$ cat src/rtl/core/mcr_pkg.sv
// Shared types, register codes and message constants for the MIDI channel router.
package mcr_pkg;

	localparam int CFG_DATA_W  = 14;
	localparam int CFG_INDEX_W = 3;
	localparam int QUEUE_DEPTH = 2;
	localparam int QPTR_W      = $clog2(QUEUE_DEPTH);
	localparam int QCNT_W      = $clog2(QUEUE_DEPTH + 1);

	typedef enum logic [CFG_INDEX_W-1:0] {
		CFG_DEST_MASK   = 3'd0,
		CFG_CH_FIRST    = 3'd1,
		CFG_CH_LAST     = 3'd2,
		CFG_MSG_CLASS   = 3'd3,
		CFG_CC_WINDOW   = 3'd4,
		CFG_FIRST_SEL   = 3'd5,
		CFG_SECOND_SEL  = 3'd6,
		CFG_THRU_SEL    = 3'd7
	} cfg_reg_t;

	// Message type nibbles.
	localparam logic [3:0] TYPE_NOTE_OFF  = 4'h8;
	localparam logic [3:0] TYPE_NOTE_ON   = 4'h9;
	localparam logic [3:0] TYPE_CC        = 4'hB;
	localparam logic [3:0] TYPE_PROGRAM   = 4'hC;
	localparam logic [3:0] TYPE_PRESSURE  = 4'hD;
	localparam logic [3:0] TYPE_PITCHBEND = 4'hE;

	// Message class codes.
	localparam logic [1:0] CLASS_CC_ONLY  = 2'd0;
	localparam logic [1:0] CLASS_CC_NOTES = 2'd1;

	// Output selector codes; anything above SEL_SAME is a fixed channel.
	localparam logic [4:0] SEL_OFF  = 5'd0;
	localparam logic [4:0] SEL_SAME = 5'd1;

	// Reset values of the configuration registers.
	localparam logic [3:0]  RST_DEST_MASK  = 4'd1;
	localparam logic [4:0]  RST_CH_FIRST   = 5'd1;
	localparam logic [4:0]  RST_CH_LAST    = 5'd0;
	localparam logic [1:0]  RST_MSG_CLASS  = 2'd0;
	localparam logic [13:0] RST_CC_WINDOW  = 14'd16256;
	localparam logic [4:0]  RST_FIRST_SEL  = 5'd3;
	localparam logic [4:0]  RST_SECOND_SEL = 5'd4;
	localparam logic [4:0]  RST_THRU_SEL   = 5'd0;

	typedef struct packed {
		logic [7:0] status_byte;
		logic [6:0] data_one;
		logic [6:0] data_two;
	} mcr_in_t;

	typedef struct packed {
		logic [7:0] out_status_byte;
		logic [6:0] out_data_one;
		logic [6:0] out_data_two;
		logic       has_third_byte;
		logic [3:0] send_destinations;
		logic       last_copy;
	} mcr_out_t;

	typedef struct packed {
		logic [3:0]  destination_mask;
		logic [4:0]  in_channel_first;
		logic [4:0]  in_channel_last;
		logic [1:0]  message_class;
		logic [13:0] cc_window;
		logic [4:0]  first_output_select;
		logic [4:0]  second_output_select;
		logic [4:0]  thru_output_select;
	} mcr_cfg_t;

	// One routed message waiting for the back end: its copies' channels in order.
	typedef struct packed {
		logic [3:0]      msg_type;
		logic [6:0]      data_one;
		logic [6:0]      data_two;
		logic            three;
		logic [3:0]      dest;
		logic [1:0]      copies;
		logic [2:0][3:0] chans;
	} mcr_job_t;

	typedef struct packed {
		logic full;
		logic nonempty;
	} mcr_qstat_t;

endpackage

$ cat src/rtl/core/mcr_front.sv
// Front end: filters each incoming message and builds its list of output channels.
module mcr_front import mcr_pkg::*; (
	input  mcr_cfg_t   cfg,
	input  logic       in_valid,
	output logic       in_ready,
	input  mcr_in_t    in_item,
	input  mcr_qstat_t qstat,
	output logic       push,
	output mcr_job_t   job
);

	logic [3:0] msg_type;
	logic [3:0] in_ch;
	logic [4:0] ch_num;
	logic [4:0] hi_raw;
	logic [4:0] ch_lo;
	logic [4:0] ch_hi;
	logic       ch_ok;
	logic       type_ok;
	logic [6:0] cc_a;
	logic [6:0] cc_b;
	logic [6:0] cc_lo;
	logic [6:0] cc_hi;
	logic       cc_ok;
	logic       pass;
	logic       three;
	logic [2:0] sel_on;
	logic [2:0][3:0] sel_ch;
	logic [2:0] keep;
	logic [1:0] copies;

	function automatic logic [3:0] pick_channel(input logic [4:0] sel, input logic [3:0] ch);
		logic [3:0] res;
		if (sel == SEL_SAME) begin
			res = ch;
		end else begin
			res = sel[3:0] - 4'd2;
		end
		return res;
	endfunction

	assign msg_type = in_item.status_byte[7:4];
	assign in_ch    = in_item.status_byte[3:0];
	assign ch_num   = {1'b0, in_ch} + 5'd1;

	always_comb begin
		hi_raw = (cfg.in_channel_last == 5'd0) ? cfg.in_channel_first : cfg.in_channel_last;
		if (cfg.in_channel_first > hi_raw) begin
			ch_lo = hi_raw;
			ch_hi = cfg.in_channel_first;
		end else begin
			ch_lo = cfg.in_channel_first;
			ch_hi = hi_raw;
		end
		ch_ok = (cfg.in_channel_first == 5'd0) || (ch_num >= ch_lo && ch_num <= ch_hi);
	end

	always_comb begin
		priority if (msg_type == TYPE_CC) begin
			type_ok = 1'b1;
		end else if (cfg.message_class == CLASS_CC_ONLY) begin
			type_ok = 1'b0;
		end else if (cfg.message_class == CLASS_CC_NOTES) begin
			type_ok = (msg_type == TYPE_NOTE_OFF) || (msg_type == TYPE_NOTE_ON);
		end else begin
			type_ok = (msg_type >= TYPE_NOTE_OFF) && (msg_type <= TYPE_PITCHBEND);
		end
	end

	always_comb begin
		cc_a = cfg.cc_window[6:0];
		cc_b = cfg.cc_window[13:7];
		cc_lo = (cc_a > cc_b) ? cc_b : cc_a;
		cc_hi = (cc_a > cc_b) ? cc_a : cc_b;
		cc_ok = (msg_type != TYPE_CC) ||
			(in_item.data_one >= cc_lo && in_item.data_one <= cc_hi);
	end

	assign pass  = (cfg.destination_mask != 4'd0) && ch_ok && type_ok && cc_ok;
	assign three = !((msg_type == TYPE_PROGRAM) || (msg_type == TYPE_PRESSURE));

	// Duplicate removal: a later copy is dropped when its channel matches a kept one.
	always_comb begin
		sel_on[0] = cfg.first_output_select  != SEL_OFF;
		sel_on[1] = cfg.second_output_select != SEL_OFF;
		sel_on[2] = cfg.thru_output_select   != SEL_OFF;
		sel_ch[0] = pick_channel(cfg.first_output_select,  in_ch);
		sel_ch[1] = pick_channel(cfg.second_output_select, in_ch);
		sel_ch[2] = pick_channel(cfg.thru_output_select,   in_ch);
		keep[0] = sel_on[0];
		keep[1] = sel_on[1] && !(keep[0] && sel_ch[1] == sel_ch[0]);
		keep[2] = sel_on[2] && !(keep[0] && sel_ch[2] == sel_ch[0])
			&& !(keep[1] && sel_ch[2] == sel_ch[1]);
		copies = {1'b0, keep[0]} + {1'b0, keep[1]} + {1'b0, keep[2]};
	end

	always_comb begin
		job.msg_type = msg_type;
		job.data_one = in_item.data_one;
		job.data_two = three ? in_item.data_two : 7'd0;
		job.three    = three;
		job.dest     = cfg.destination_mask;
		job.copies   = copies;
		job.chans[0] = keep[0] ? sel_ch[0] : (keep[1] ? sel_ch[1] : sel_ch[2]);
		job.chans[1] = (keep[0] && keep[1]) ? sel_ch[1] : sel_ch[2];
		job.chans[2] = sel_ch[2];
	end

	assign in_ready = !qstat.full;
	assign push     = in_valid && in_ready && pass && (copies != 2'd0);

endmodule

$ cat src/rtl/core/mcr_queue.sv
// Short job queue between the front and back ends.
module mcr_queue import mcr_pkg::*; (
	input  logic       clk,
	input  logic       arst_n,
	input  logic       push,
	input  mcr_job_t   push_job,
	input  logic       pop,
	output mcr_job_t   head_job,
	output mcr_qstat_t qstat
);

	mcr_job_t          store_q [QUEUE_DEPTH];
	logic [QPTR_W-1:0] wr_ptr_q;
	logic [QPTR_W-1:0] rd_ptr_q;
	logic [QCNT_W-1:0] count_q;

	function automatic logic [QPTR_W-1:0] next_ptr(input logic [QPTR_W-1:0] p);
		logic [QPTR_W-1:0] res;
		if (p == QPTR_W'(QUEUE_DEPTH - 1)) begin
			res = '0;
		end else begin
			res = p + QPTR_W'(1);
		end
		return res;
	endfunction

	always_ff @(posedge clk) begin
		if (push) begin
			store_q[wr_ptr_q] <= push_job;
		end
	end

	always_ff @(posedge clk or negedge arst_n) begin
		if (!arst_n) begin
			wr_ptr_q <= '0;
			rd_ptr_q <= '0;
			count_q  <= '0;
		end else begin
			if (push) begin
				wr_ptr_q <= next_ptr(wr_ptr_q);
			end
			if (pop) begin
				rd_ptr_q <= next_ptr(rd_ptr_q);
			end
			if (push && !pop) begin
				count_q <= count_q + QCNT_W'(1);
			end else if (pop && !push) begin
				count_q <= count_q - QCNT_W'(1);
			end
		end
	end

	assign head_job       = store_q[rd_ptr_q];
	assign qstat.full     = (count_q == QCNT_W'(QUEUE_DEPTH));
	assign qstat.nonempty = (count_q != '0);

endmodule

$ cat src/rtl/core/mcr_back.sv
// Back end: sends the copies of the head job through an output register, one per cycle unless out_ready stalls it.
module mcr_back import mcr_pkg::*; (
	input  logic       clk,
	input  logic       arst_n,
	input  mcr_job_t   head_job,
	input  mcr_qstat_t qstat,
	output logic       pop,
	output logic       out_valid,
	input  logic       out_ready,
	output mcr_out_t   out_item
);

	logic [1:0] copy_q;
	logic       out_valid_q;
	mcr_out_t   out_item_q;
	logic       load;
	logic       last;
	logic [3:0] chan;

	assign load = !out_valid_q || out_ready;
	assign last = (copy_q == head_job.copies - 2'd1);
	assign pop  = load && qstat.nonempty && last;
	assign chan = head_job.chans[copy_q];

	always_ff @(posedge clk or negedge arst_n) begin
		if (!arst_n) begin
			copy_q      <= '0;
			out_valid_q <= 1'b0;
		end else if (load) begin
			out_valid_q <= qstat.nonempty;
			if (qstat.nonempty) begin
				copy_q <= last ? 2'd0 : copy_q + 2'd1;
			end
		end
	end

	always_ff @(posedge clk) begin
		if (load && qstat.nonempty) begin
			out_item_q.out_status_byte   <= {head_job.msg_type, chan};
			out_item_q.out_data_one      <= head_job.data_one;
			out_item_q.out_data_two      <= head_job.data_two;
			out_item_q.has_third_byte    <= head_job.three;
			out_item_q.send_destinations <= head_job.dest;
			out_item_q.last_copy         <= last;
		end
	end

	assign out_valid = out_valid_q;
	assign out_item  = out_item_q;

endmodule

$ cat src/rtl/core/midi_channel_router.sv
// Top level of the MIDI channel router: configuration registers, front, queue and back end.
//
// Input channel (in_valid / in_ready / in_item) takes one MIDI channel message per item.
// The front end checks the channel range, message class and controller window against the
// configuration and works out the list of output channels with duplicates removed; a message
// that passes is placed in a two-entry job queue, and one that fails is simply consumed.
// The back end reads the head job and sends its copies, first output, second output, thru,
// on the output channel (out_valid / out_ready / out_item), one copy per cycle unless the
// receiver stalls, the final copy flagged by last_copy.
// An accepted item is written into the job queue, and the back end then loads its first
// copy into the output register, from which the receiver takes it.
// The single output register carries one copy at a time: an item has one to three copies,
// and new items keep entering while the queue has room.
// When the receiver stalls, the output register holds its copy, the queue fills and
// in_ready falls once both queue entries are taken.
// Configuration is a plain write port (cfg_write, cfg_index, cfg_data) and should only be
// used while the block is idle. Reset clears the queue and the output register and
// restores every configuration register to its default.
module midi_channel_router import mcr_pkg::*; (
	input  logic                   clk,
	input  logic                   arst_n,
	input  logic                   cfg_write,
	input  logic [CFG_INDEX_W-1:0] cfg_index,
	input  logic [CFG_DATA_W-1:0]  cfg_data,
	input  logic                   in_valid,
	output logic                   in_ready,
	input  mcr_in_t                in_item,
	output logic                   out_valid,
	input  logic                   out_ready,
	output mcr_out_t               out_item
);

	mcr_cfg_t   cfg_q;
	mcr_qstat_t qstat;
	mcr_job_t   push_job;
	mcr_job_t   head_job;
	logic       push;
	logic       pop;

	// Each write keeps only the bits its register holds.
	always_ff @(posedge clk or negedge arst_n) begin
		if (!arst_n) begin
			cfg_q.destination_mask     <= RST_DEST_MASK;
			cfg_q.in_channel_first     <= RST_CH_FIRST;
			cfg_q.in_channel_last      <= RST_CH_LAST;
			cfg_q.message_class        <= RST_MSG_CLASS;
			cfg_q.cc_window            <= RST_CC_WINDOW;
			cfg_q.first_output_select  <= RST_FIRST_SEL;
			cfg_q.second_output_select <= RST_SECOND_SEL;
			cfg_q.thru_output_select   <= RST_THRU_SEL;
		end else if (cfg_write) begin
			unique case (cfg_reg_t'(cfg_index))
				CFG_DEST_MASK:  cfg_q.destination_mask     <= cfg_data[3:0];
				CFG_CH_FIRST:   cfg_q.in_channel_first     <= cfg_data[4:0];
				CFG_CH_LAST:    cfg_q.in_channel_last      <= cfg_data[4:0];
				CFG_MSG_CLASS:  cfg_q.message_class        <= cfg_data[1:0];
				CFG_CC_WINDOW:  cfg_q.cc_window            <= cfg_data[13:0];
				CFG_FIRST_SEL:  cfg_q.first_output_select  <= cfg_data[4:0];
				CFG_SECOND_SEL: cfg_q.second_output_select <= cfg_data[4:0];
				CFG_THRU_SEL:   cfg_q.thru_output_select   <= cfg_data[4:0];
				default: ;
			endcase
		end
	end

	mcr_front u_front (
		.cfg      (cfg_q),
		.in_valid (in_valid),
		.in_ready (in_ready),
		.in_item  (in_item),
		.qstat    (qstat),
		.push     (push),
		.job      (push_job)
	);

	mcr_queue u_queue (
		.clk      (clk),
		.arst_n   (arst_n),
		.push     (push),
		.push_job (push_job),
		.pop      (pop),
		.head_job (head_job),
		.qstat    (qstat)
	);

	mcr_back u_back (
		.clk       (clk),
		.arst_n    (arst_n),
		.head_job  (head_job),
		.qstat     (qstat),
		.pop       (pop),
		.out_valid (out_valid),
		.out_ready (out_ready),
		.out_item  (out_item)
	);

	// A copy is only ever produced with routing enabled.
	a_dest_nonzero: assert property (@(posedge clk) disable iff (!arst_n)
		out_valid |-> out_item.send_destinations != 4'd0)
		else $error("copy sent with an empty destination mask");

	// Two-byte messages carry a cleared second data byte.
	a_two_byte_clear: assert property (@(posedge clk) disable iff (!arst_n)
		(out_valid && !out_item.has_third_byte) |-> out_item.out_data_two == 7'd0)
		else $error("two-byte copy with a nonzero second data byte");

	// Only channel voice types reach the output.
	a_voice_type: assert property (@(posedge clk) disable iff (!arst_n)
		out_valid |-> (out_item.out_status_byte[7] && out_item.out_status_byte[7:4] != 4'hF))
		else $error("copy with a non-channel status byte");

	// The front end never pushes into a full queue.
	a_no_overflow: assert property (@(posedge clk) disable iff (!arst_n)
		push |-> !qstat.full)
		else $error("job pushed into a full queue");

endmodule

$ cat config.mk
export PLATFORM = sky130hd
export DESIGN_NAME = midi_channel_router
export DESIGN_NICKNAME = d
export VERILOG_FILES = /design/src/rtl/core/mcr_pkg.sv /design/src/rtl/core/mcr_front.sv /design/src/rtl/core/mcr_queue.sv /design/src/rtl/core/mcr_back.sv /design/src/rtl/core/midi_channel_router.sv
export SDC_FILE = /design/constraint.sdc
export NUM_CORES = 1
export LEC_CHECK = 0
export ABC_CLOCK_PERIOD_IN_PS = 10650
export BUFFER_PORTS_ARGS = -buffer_cell sky130_fd_sc_hd__buf_2
export CORE_MARGIN = 10
export CORE_UTILIZATION = 60
export DETAILED_ROUTE_END_ITERATION = 12
export GPL_ROUTABILITY_DRIVEN = 0
export GPL_TIMING_DRIVEN = 0
export HOLD_SLACK_MARGIN = 0.06
export PLACE_DENSITY = 0.81
export SLEW_MARGIN = 25
export SYNTH_ARGS = -nofsm -noshare
export SYNTH_HDL_FRONTEND = slang
export SYNTH_SLANG_ARGS = --single-unit
$ cat constraint.sdc
create_clock -name clk -period 10.65 [get_ports clk]
set_input_delay 1.065 -clock clk [delete_from_list [all_inputs] [get_ports clk]]
set_output_delay 1.065 -clock clk [all_outputs]
set_load 0.005 [all_outputs]
==> results of run 1 <==
-- metrics by stage --
stage | hold WS (ns) | cell area [um^2]
4_1_cts | 0.4993 | 8886
3_3_place_gp | 0.4808 | 8199
5_1_grt | 0.5250 | 8886
2_1_floorplan | 0.4602 | 7629
6_report | 0.4994 | 8886
3_5_place_dp | 0.4849 | 8272
-- metal layers --
layer  vias to the layer above  track usage  part of all wire  wire length [um]
li1                       2364            -                 -                 -
met1                      2459       0.2197              0.41              6463
met2                       139       0.3212              0.53              8263
met3                        19      0.03785             0.048               755
met4                         0      0.06418             0.016               250
met5                         -            0                 0                 0
-- sequential cells by signal (all words and copies together), names as in the netlist --
register,flops
u_queue.store_q,74
cfg_q,45
u_back.out_item,28
u_back.copy_q,2
u_queue.count_q,2
u_back.out_valid,1
u_queue.rd_ptr_q,1
u_queue.wr_ptr_q,1
-- worst reg2reg max path, cell delays in order (launching register included) --
cell and delay (ns):
dfrtp_1 0.41, nor4_1 0.37, nor2b_1 0.37, a21o_1 0.23, inv_1 0.05, ha_1 0.29
nand3_1 0.07, or3_1 0.36, o211ai_2 0.36, o21ai_2 0.20, mux2_2 0.32, ha_1 0.27
nand4_1 0.12, mux2i_1 0.16, a21oi_1 0.07, o22ai_1 0.29, nand3_1 0.33, nor2_4 0.51
buf_16 0.24
-- path summary, 6_finish.rpt --
check                                  from                     end  cells past startpoint
hold reg to reg            u_back.out_valid        u_back.out_valid                      2
hold / removal             u_back.out_valid        u_back.out_valid                      2
max in group asynchronous            arst_n                cfg_q[0]                      1
setup / recovery                  cfg_q[32]  u_queue.store_q[0][33]                     18
min in group asynchronous            arst_n        u_back.out_valid                      1
setup reg to reg                  cfg_q[32]  u_queue.store_q[0][33]                     18
-- power by group through the flow --
stage | clock [mW] | combinational [mW] | sequential, mW
floorplan | 0 | 0.523 | 0.860
global placement | 0 | 0.686 | 0.866
detailed placement | 0 | 0.727 | 0.871
CTS | 0.627 | 0.738 | 0.860
global route | 0.651 | 0.829 | 0.874
finish | 0.619 | 0.734 | 0.860
-- cells in the final DEF (no fill, tap or decap), types with 9 or more instances in the layout --
cell type / n
a21oi_1: 26
buf_2: 70
clkbuf_1: 12
clkbuf_16: 17
dfrtp_1: 40
dfstp_2: 12
edfxtp_1: 102
ha_1: 40
inv_1: 32
mux2_2: 65
mux2i_1: 25
nand2_1: 26
nand2b_1: 9
nand3_1: 10
nor2_1: 26
o21ai_0: 30
xnor2_1: 12
xor2_1: 10
-- kinds of logic after synthesis --
kind of cell,Yosys count
flip-flops,154
AND/OR/NAND/NOR,121
AO/OA/AOI/OAI,99
multiplexers,95
buffers and inverters,49
adder cells (fa/ha/maj),41
XOR/XNOR,22
-- area by class of cell --
cell class | instances | area, um^2 | area share
multi-input cells | 378 | 3062 | 0.3446
flip-flops and latches | 154 | 4379 | 0.4928
repair buffers | 73 | 412.9 | 0.04647
clock inverters | 14 | 185.2 | 0.02084
clock buffers | 18 | 429.2 | 0.04830
well taps | 172 | 215.2 | 0.02422
plain buffers | 16 | 78.83 | 0.008871
inverters | 33 | 123.9 | 0.01394
==> run_results.csv, run 1 <==
group,metric,value,unit
run_status,status,"finished clean",
grt,grt_overflow,0,
logic_synthesis,synth_top_family_by_area,"multiplexers",
floorplanning,fp-row-count,41,
pwr,p_leak,3.545,nW
pwr,combPwrFrac,0.332,
pwr,seqPwrFrac,0.389,
logic_synthesis,yosys.area.top_type,"edfxtp_1",
detailed_routing,drtIter0Drc,472,
grt,antenna_found_initial,0,
logic_synthesis,synth.avg_cell_area,13.13,um^2
pwr,power,2.213,mW
detailed_routing,wire_per_inst,18.34,um
floorplanning,die_h,132.8,um
floorplanning,dieArea,17620,um^2
cells_and_area,nFillCells,874,
setup_path,cp_slowest_stage_delay,0.51,ns
pwr,p_int,1.505,mW
clock_network,cts_buffers,17,
setup_path,crit_arrival,5.44,ns
clock_network,cts_buffer_depth,2,
sta,fin_crit,5.326,ns
sta,setup_ws,5.324,ns
clock_network,cts-resized-gates,0,
grt,grt_max_degree,53,
detailed_routing,finalWirelength,15730,um
logic_synthesis,synth_fa_ha_area_frac,0.06823,
logic_synthesis,synth_simple_gate_area_frac,0.08332,
logic_synthesis,synth_top_area_share,0.4015,
detailed_routing,vias_per_cell,5.805,
job,cap_violations,0,
setup_path,r2r_setup_slack,5.32,ns
clock_network,postCtsSetupBuffers,0,
clock_network,cts_tree,"yes",
clock_network,clock_latency,0.42,ns
logic_synthesis,synth-seq-cells,154,
logic_synthesis,synth-compound-area-share,0.08004,
logic_synthesis,synth-main-ff-cell,"edfxtp_1",
sta,finalHoldViolCount,0,
clock_network,cts_hold_buf,0,
floorplanning,start_util,0.6095,
cells_and_area,layout-drive-gt1-share,0.2872,
logic_synthesis,yosys-top-cells-count,"102 x edfxtp_1, 65 x mux2_2, 40 x dfrtp_1, 40 x ha_1, 33 x inv_1",
floorplanning,core_region_area,12520,um^2
logic_synthesis,synth_cells,581,
placed_design,dp_slack,5.406,ns
logic_synthesis,synth_cell_types,54,
clock_network,cts-root-buf,"clkbuf_16",
setup_path,cp_cell_sequence,"nor4_1, nor2b_1, a21o_1, inv_1, ha_1, nand3_1, or3_1, o211ai_2, o21ai_2, mux2_2, ha_1, nand4_1, mux2i_1, a21oi_1, o22ai_1, nand3_1, nor2_4, buf_16",
logic_synthesis,synth_fp_nets,666,
logic_synthesis,yosysSeqAreaShare,0.5741,
floorplanning,dieWidth,132.8,um
logic_synthesis,yosys.area_share.xor_xnor,0.02526,
logic_synthesis,yosysMostFrequentCell,"edfxtp_1",
pwr,switching_share,0.3200,
placed_design,portBuffers,71,
logic_synthesis,synth_edf_count,102,
hold_path,hold_path.class,"reg -> reg",
setup_path,path_buf_inv,2,
cells_and_area,n_antenna_cell,0,
pwr,vdd_drop_max,0.1234,mV
setup_path,critical_path.slowest_cell,"nor2_4",
sta,worst_pin_slew,0.8499,ns
cells_and_area,area.growth.synth_to_final,16.48,%
grt,grt_pass1_vias,5269,
cells_and_area,instances_no_fill,858,
setup_path,required,10.76,ns
logic_synthesis,syn_area,7629,um^2
pwr,p_sw,0.7081,mW
sta,timing.fmax,187.8,MHz
placed_design,dp_hpwl,11090,um
placed_design,dp.cells,826,
sta,slew_violations,0,
logic_synthesis,async_flop_share,0.3377,
setup_path,critical_path_class,"reg -> reg",
logic_synthesis,synth_mux_area_frac,0.1425,
detailed_routing,drt-pass1-iter-count,7,
sta,max-slew-margin-rel,0.4322,
cells_and_area,fin_nets,758,
detailed_routing,num_vias,4981,
pwr,pwr-share-clk,0.280,
sta,setup_violations,0,
pwr,p_per_area,249.0,nW/um^2
clock_network,cts.clk_slew.worst_paths,0.06,ns
grt,grtUsageTotal,0.1837,
sta,tns,0,ns
sta,timing.final.crit_share,0.5001,
clock_network,h-tree-depth,4,
setup_path,cp_max_fo,23,
setup_path,cp-start-kind,"register",
detailed_routing,drc,0,
floorplanning,ios,74,
sta,clock_skew,0.01135,ns
logic_synthesis,synth_area_leaders,"edfxtp_1 40%, dfrtp_1 13%, mux2_2 9.6%",
sta,rsz0062_at_grt,"false",
logic_synthesis,synth_warnings,0,
grt,grt_pass1_wl,26410,um
detailed_routing,ant_nets,0,
cells_and_area,utilization,0.7099,
setup_path,end_kind,"register",
setup_path,crit_family,"simple AND/OR/NAND/NOR gates",
clock_network,cts.sinks,154,
Note: power is estimated with default switching activity, not from simulation.
==> run 2: changes to the inputs <==
--- a/config.mk
+++ b/config.mk
@@ -5,15 +5,15 @@
 export SDC_FILE = /design/constraint.sdc
 export NUM_CORES = 1
 export LEC_CHECK = 0
-export ABC_CLOCK_PERIOD_IN_PS = 10650
+export ABC_CLOCK_PERIOD_IN_PS = 4600
 export BUFFER_PORTS_ARGS = -buffer_cell sky130_fd_sc_hd__buf_2
 export CORE_MARGIN = 10
-export CORE_UTILIZATION = 60
+export CORE_UTILIZATION = 54
 export DETAILED_ROUTE_END_ITERATION = 12
 export GPL_ROUTABILITY_DRIVEN = 0
 export GPL_TIMING_DRIVEN = 0
 export HOLD_SLACK_MARGIN = 0.06
-export PLACE_DENSITY = 0.81
+export PLACE_DENSITY = 0.77
 export SLEW_MARGIN = 25
 export SYNTH_ARGS = -nofsm -noshare
 export SYNTH_HDL_FRONTEND = slang
==> constraint.sdc (replaced) <==
create_clock -name clk -period 4.6 [get_ports clk]
set_input_delay 0.46 -clock clk [delete_from_list [all_inputs] [get_ports clk]]
set_output_delay 0.46 -clock clk [all_outputs]
set_load 0.005 [all_outputs]
==> run_results.csv, run 2 (same netlist as run 1, synthesis figures left out) <==
group,metric,value,unit
run_status,status,"finished clean",
placed_design,dp_slack,-0.5748,ns
setup_path,cp_max_fo,6,
detailed_routing,vias_per_cell,5.806,
clock_network,cts-root-buf,"clkbuf_16",
setup_path,crit_family,"simple AND/OR/NAND/NOR gates",
grt,grt_max_degree,53,
clock_network,cts.clk_slew.worst_paths,0.06,ns
cells_and_area,instances_no_fill,871,
hold_path,hold_path.class,"in -> async",
floorplanning,dieWidth,138.9,um
cells_and_area,layout_commonest_cell,"edfxtp_1",
cells_and_area,final_cell_mix,"102 x edfxtp_1, 71 x buf_2, 65 x mux2_2",
floorplanning,fp-row-count,43,
clock_network,cts_buffers,17,
placed_design,post_dp_cell_area,8282,um^2
placed_design,portBuffers,71,
sta,slew_violations,0,
sta,finalHoldViolCount,0,
pwr,p_leak,3.537,nW
sta,clock_skew,0.009031,ns
job,cap_violations,0,
floorplanning,die_h,138.9,um
setup_path,r2r_setup_slack,0.16,ns
sta,timing.fmax,225.4,MHz
sta,setup_violations,0,
setup_path,crit_arrival,4.78,ns
sta,setup_ws,0.1628,ns
clock_network,cts_hold_buf,0,
pwr,p_per_area,563.0,nW/um^2
setup_path,cp-start-kind,"register",
clock_network,cts.sinks,154,
placed_design,dp.cells,834,
grt,grt_overflow,0,
sta,worst_pin_slew,0.7075,ns
detailed_routing,num_vias,5057,
setup_path,cp_slowest_stage_delay,0.44,ns
clock_network,h-tree-depth,4,
sta,max-slew-margin-rel,0.5273,
sta,fin_crit,4.437,ns
floorplanning,core_region_area,13880,um^2
pwr,vdd_drop_max,0.3049,mV
floorplanning,dieArea,19280,um^2
setup_path,cp_cell_sequence,"nor4_4, nor2b_4, a21o_1, inv_1, ha_1, nand3_1, or3_4, o211ai_4, o21ai_4, mux2_2, ha_1, nand4_1, mux2i_1, a21oi_1, o22ai_2, nand3_4, inv_2, ha_1, nor2_1, xor2_1",
detailed_routing,drtIter0Drc,333,
grt,antenna_found_initial,0,
setup_path,path_buf_inv,2,
cells_and_area,nFillCells,1027,
detailed_routing,ant_nets,0,
setup_path,critical_path.slowest_cell,"dfrtp_2",
clock_network,cts_tree,"yes",
cells_and_area,top_register,"u_queue.store_q",
setup_path,required,4.94,ns
setup_path,critical_path_class,"reg -> reg",
detailed_routing,drc,0,
setup_path,end_kind,"register",
grt,grt_pass1_wl,26480,um
detailed_routing,wire_per_inst,19.05,um
clock_network,clock_latency,0.43,ns
cells_and_area,largest_reg_flops,74,
sta,timing.final.crit_share,0.9646,
cells_and_area,area.growth.synth_to_final,17.60,%
clock_network,cts_buffer_depth,2,
grt,grt_pass1_vias,5165,
cells_and_area,fin_nets,763,
cells_and_area,layout-drive-gt1-share,0.3097,
setup_path,path_common_cell,"ha_1",
cells_and_area,postLayoutCellArea,8971,um^2
grt,grtUsageTotal,0.1680,
placed_design,dp_hpwl,11780,um
floorplanning,ios,74,
detailed_routing,drt-pass1-iter-count,5,
cells_and_area,n_antenna_cell,0,
detailed_routing,finalWirelength,16590,um
floorplanning,start_util,0.5496,
run 2: layout make-up:
cell class              count  area, um^2  share of cell area
multi-input cells         378        3168              0.3531
well taps                 180       225.2             0.02510
clock buffers              20       436.7             0.04868
inverters                  33       123.9             0.01381
plain buffers              16       80.08            0.008926
flip-flops and latches    154        4382              0.4884
repair buffers             78       479.2             0.05342
clock inverters            12       76.32            0.008508
run 2: worst register-to-register path, stage by stage (launching register included):
cell and delay, ns:
dfrtp_2 0.44, nor4_4 0.32, nor2b_4 0.23, a21o_1 0.18, inv_1 0.05, ha_1 0.30
nand3_1 0.08, or3_4 0.37, o211ai_4 0.23, o21ai_4 0.13, mux2_2 0.29, ha_1 0.28
nand4_1 0.09, mux2i_1 0.15, a21oi_1 0.09, o22ai_2 0.27, nand3_4 0.17, inv_2 0.11
ha_1 0.26, nor2_1 0.14, xor2_1 0.17
run 2: final timing paths:
check / from / endpoint / depth (start not counted)
setup / recovery: cfg_q[33] / u_queue.count_q[1] / 20
hold / removal: arst_n / u_queue.count_q[1] / 1
min in group clk: cfg_data[13] / cfg_q[28] / 3
max in group asynchronous: arst_n / cfg_q[31] / 1
setup reg to reg: cfg_q[33] / u_queue.count_q[1] / 20
hold reg to reg: cfg_q[43] / u_queue.store_q[0][16] / 0
run 2: stage by stage:
| step | power (mW) | TNS, ns | hold WS, ns | util |
|---|---|---|---|---|
| floorplan | 3.202 | -21.71 | 0.1644 | - |
| global placement | 3.604 | -89.81 | 0.4682 | 0.5918 |
| detailed placement | 3.726 | -37.31 | 0.5087 | 0.5966 |
| CTS | 5.008 | 0 | 0.09458 | 0.6406 |
| global route | 5.344 | -0.02204 | 0.1066 | 0.6463 |
| finish | 5.051 | 0 | 0.06801 | 0.6463 |
run 2: metal layers:
metal / GRT usage / wire, um
met1: 0.1960 / 6848
met2: 0.2868 / 8631
met3: 0.04349 / 766
met4: 0.07084 / 346
met5: 0 / 0
run 2: timing repair:
action                                  in CTS  in global routing
pin swaps                                    4                  3
gates cloned                                 0                  0
gates resized for setup                     10                 17
buffers inserted                             3                  2
endpoints found under the setup margin      76                 76
run 2: where the power goes:
| group | total (mW) | internal (mW) | switching (mW) |
|---|---|---|---|
| Sequential | 2.00 | 1.84 | 0.163 |
| Combinational | 1.82 | 0.840 | 0.981 |
| Clock | 1.23 | 0.684 | 0.542 |
| Total | 5.05 | 3.36 | 1.69 |
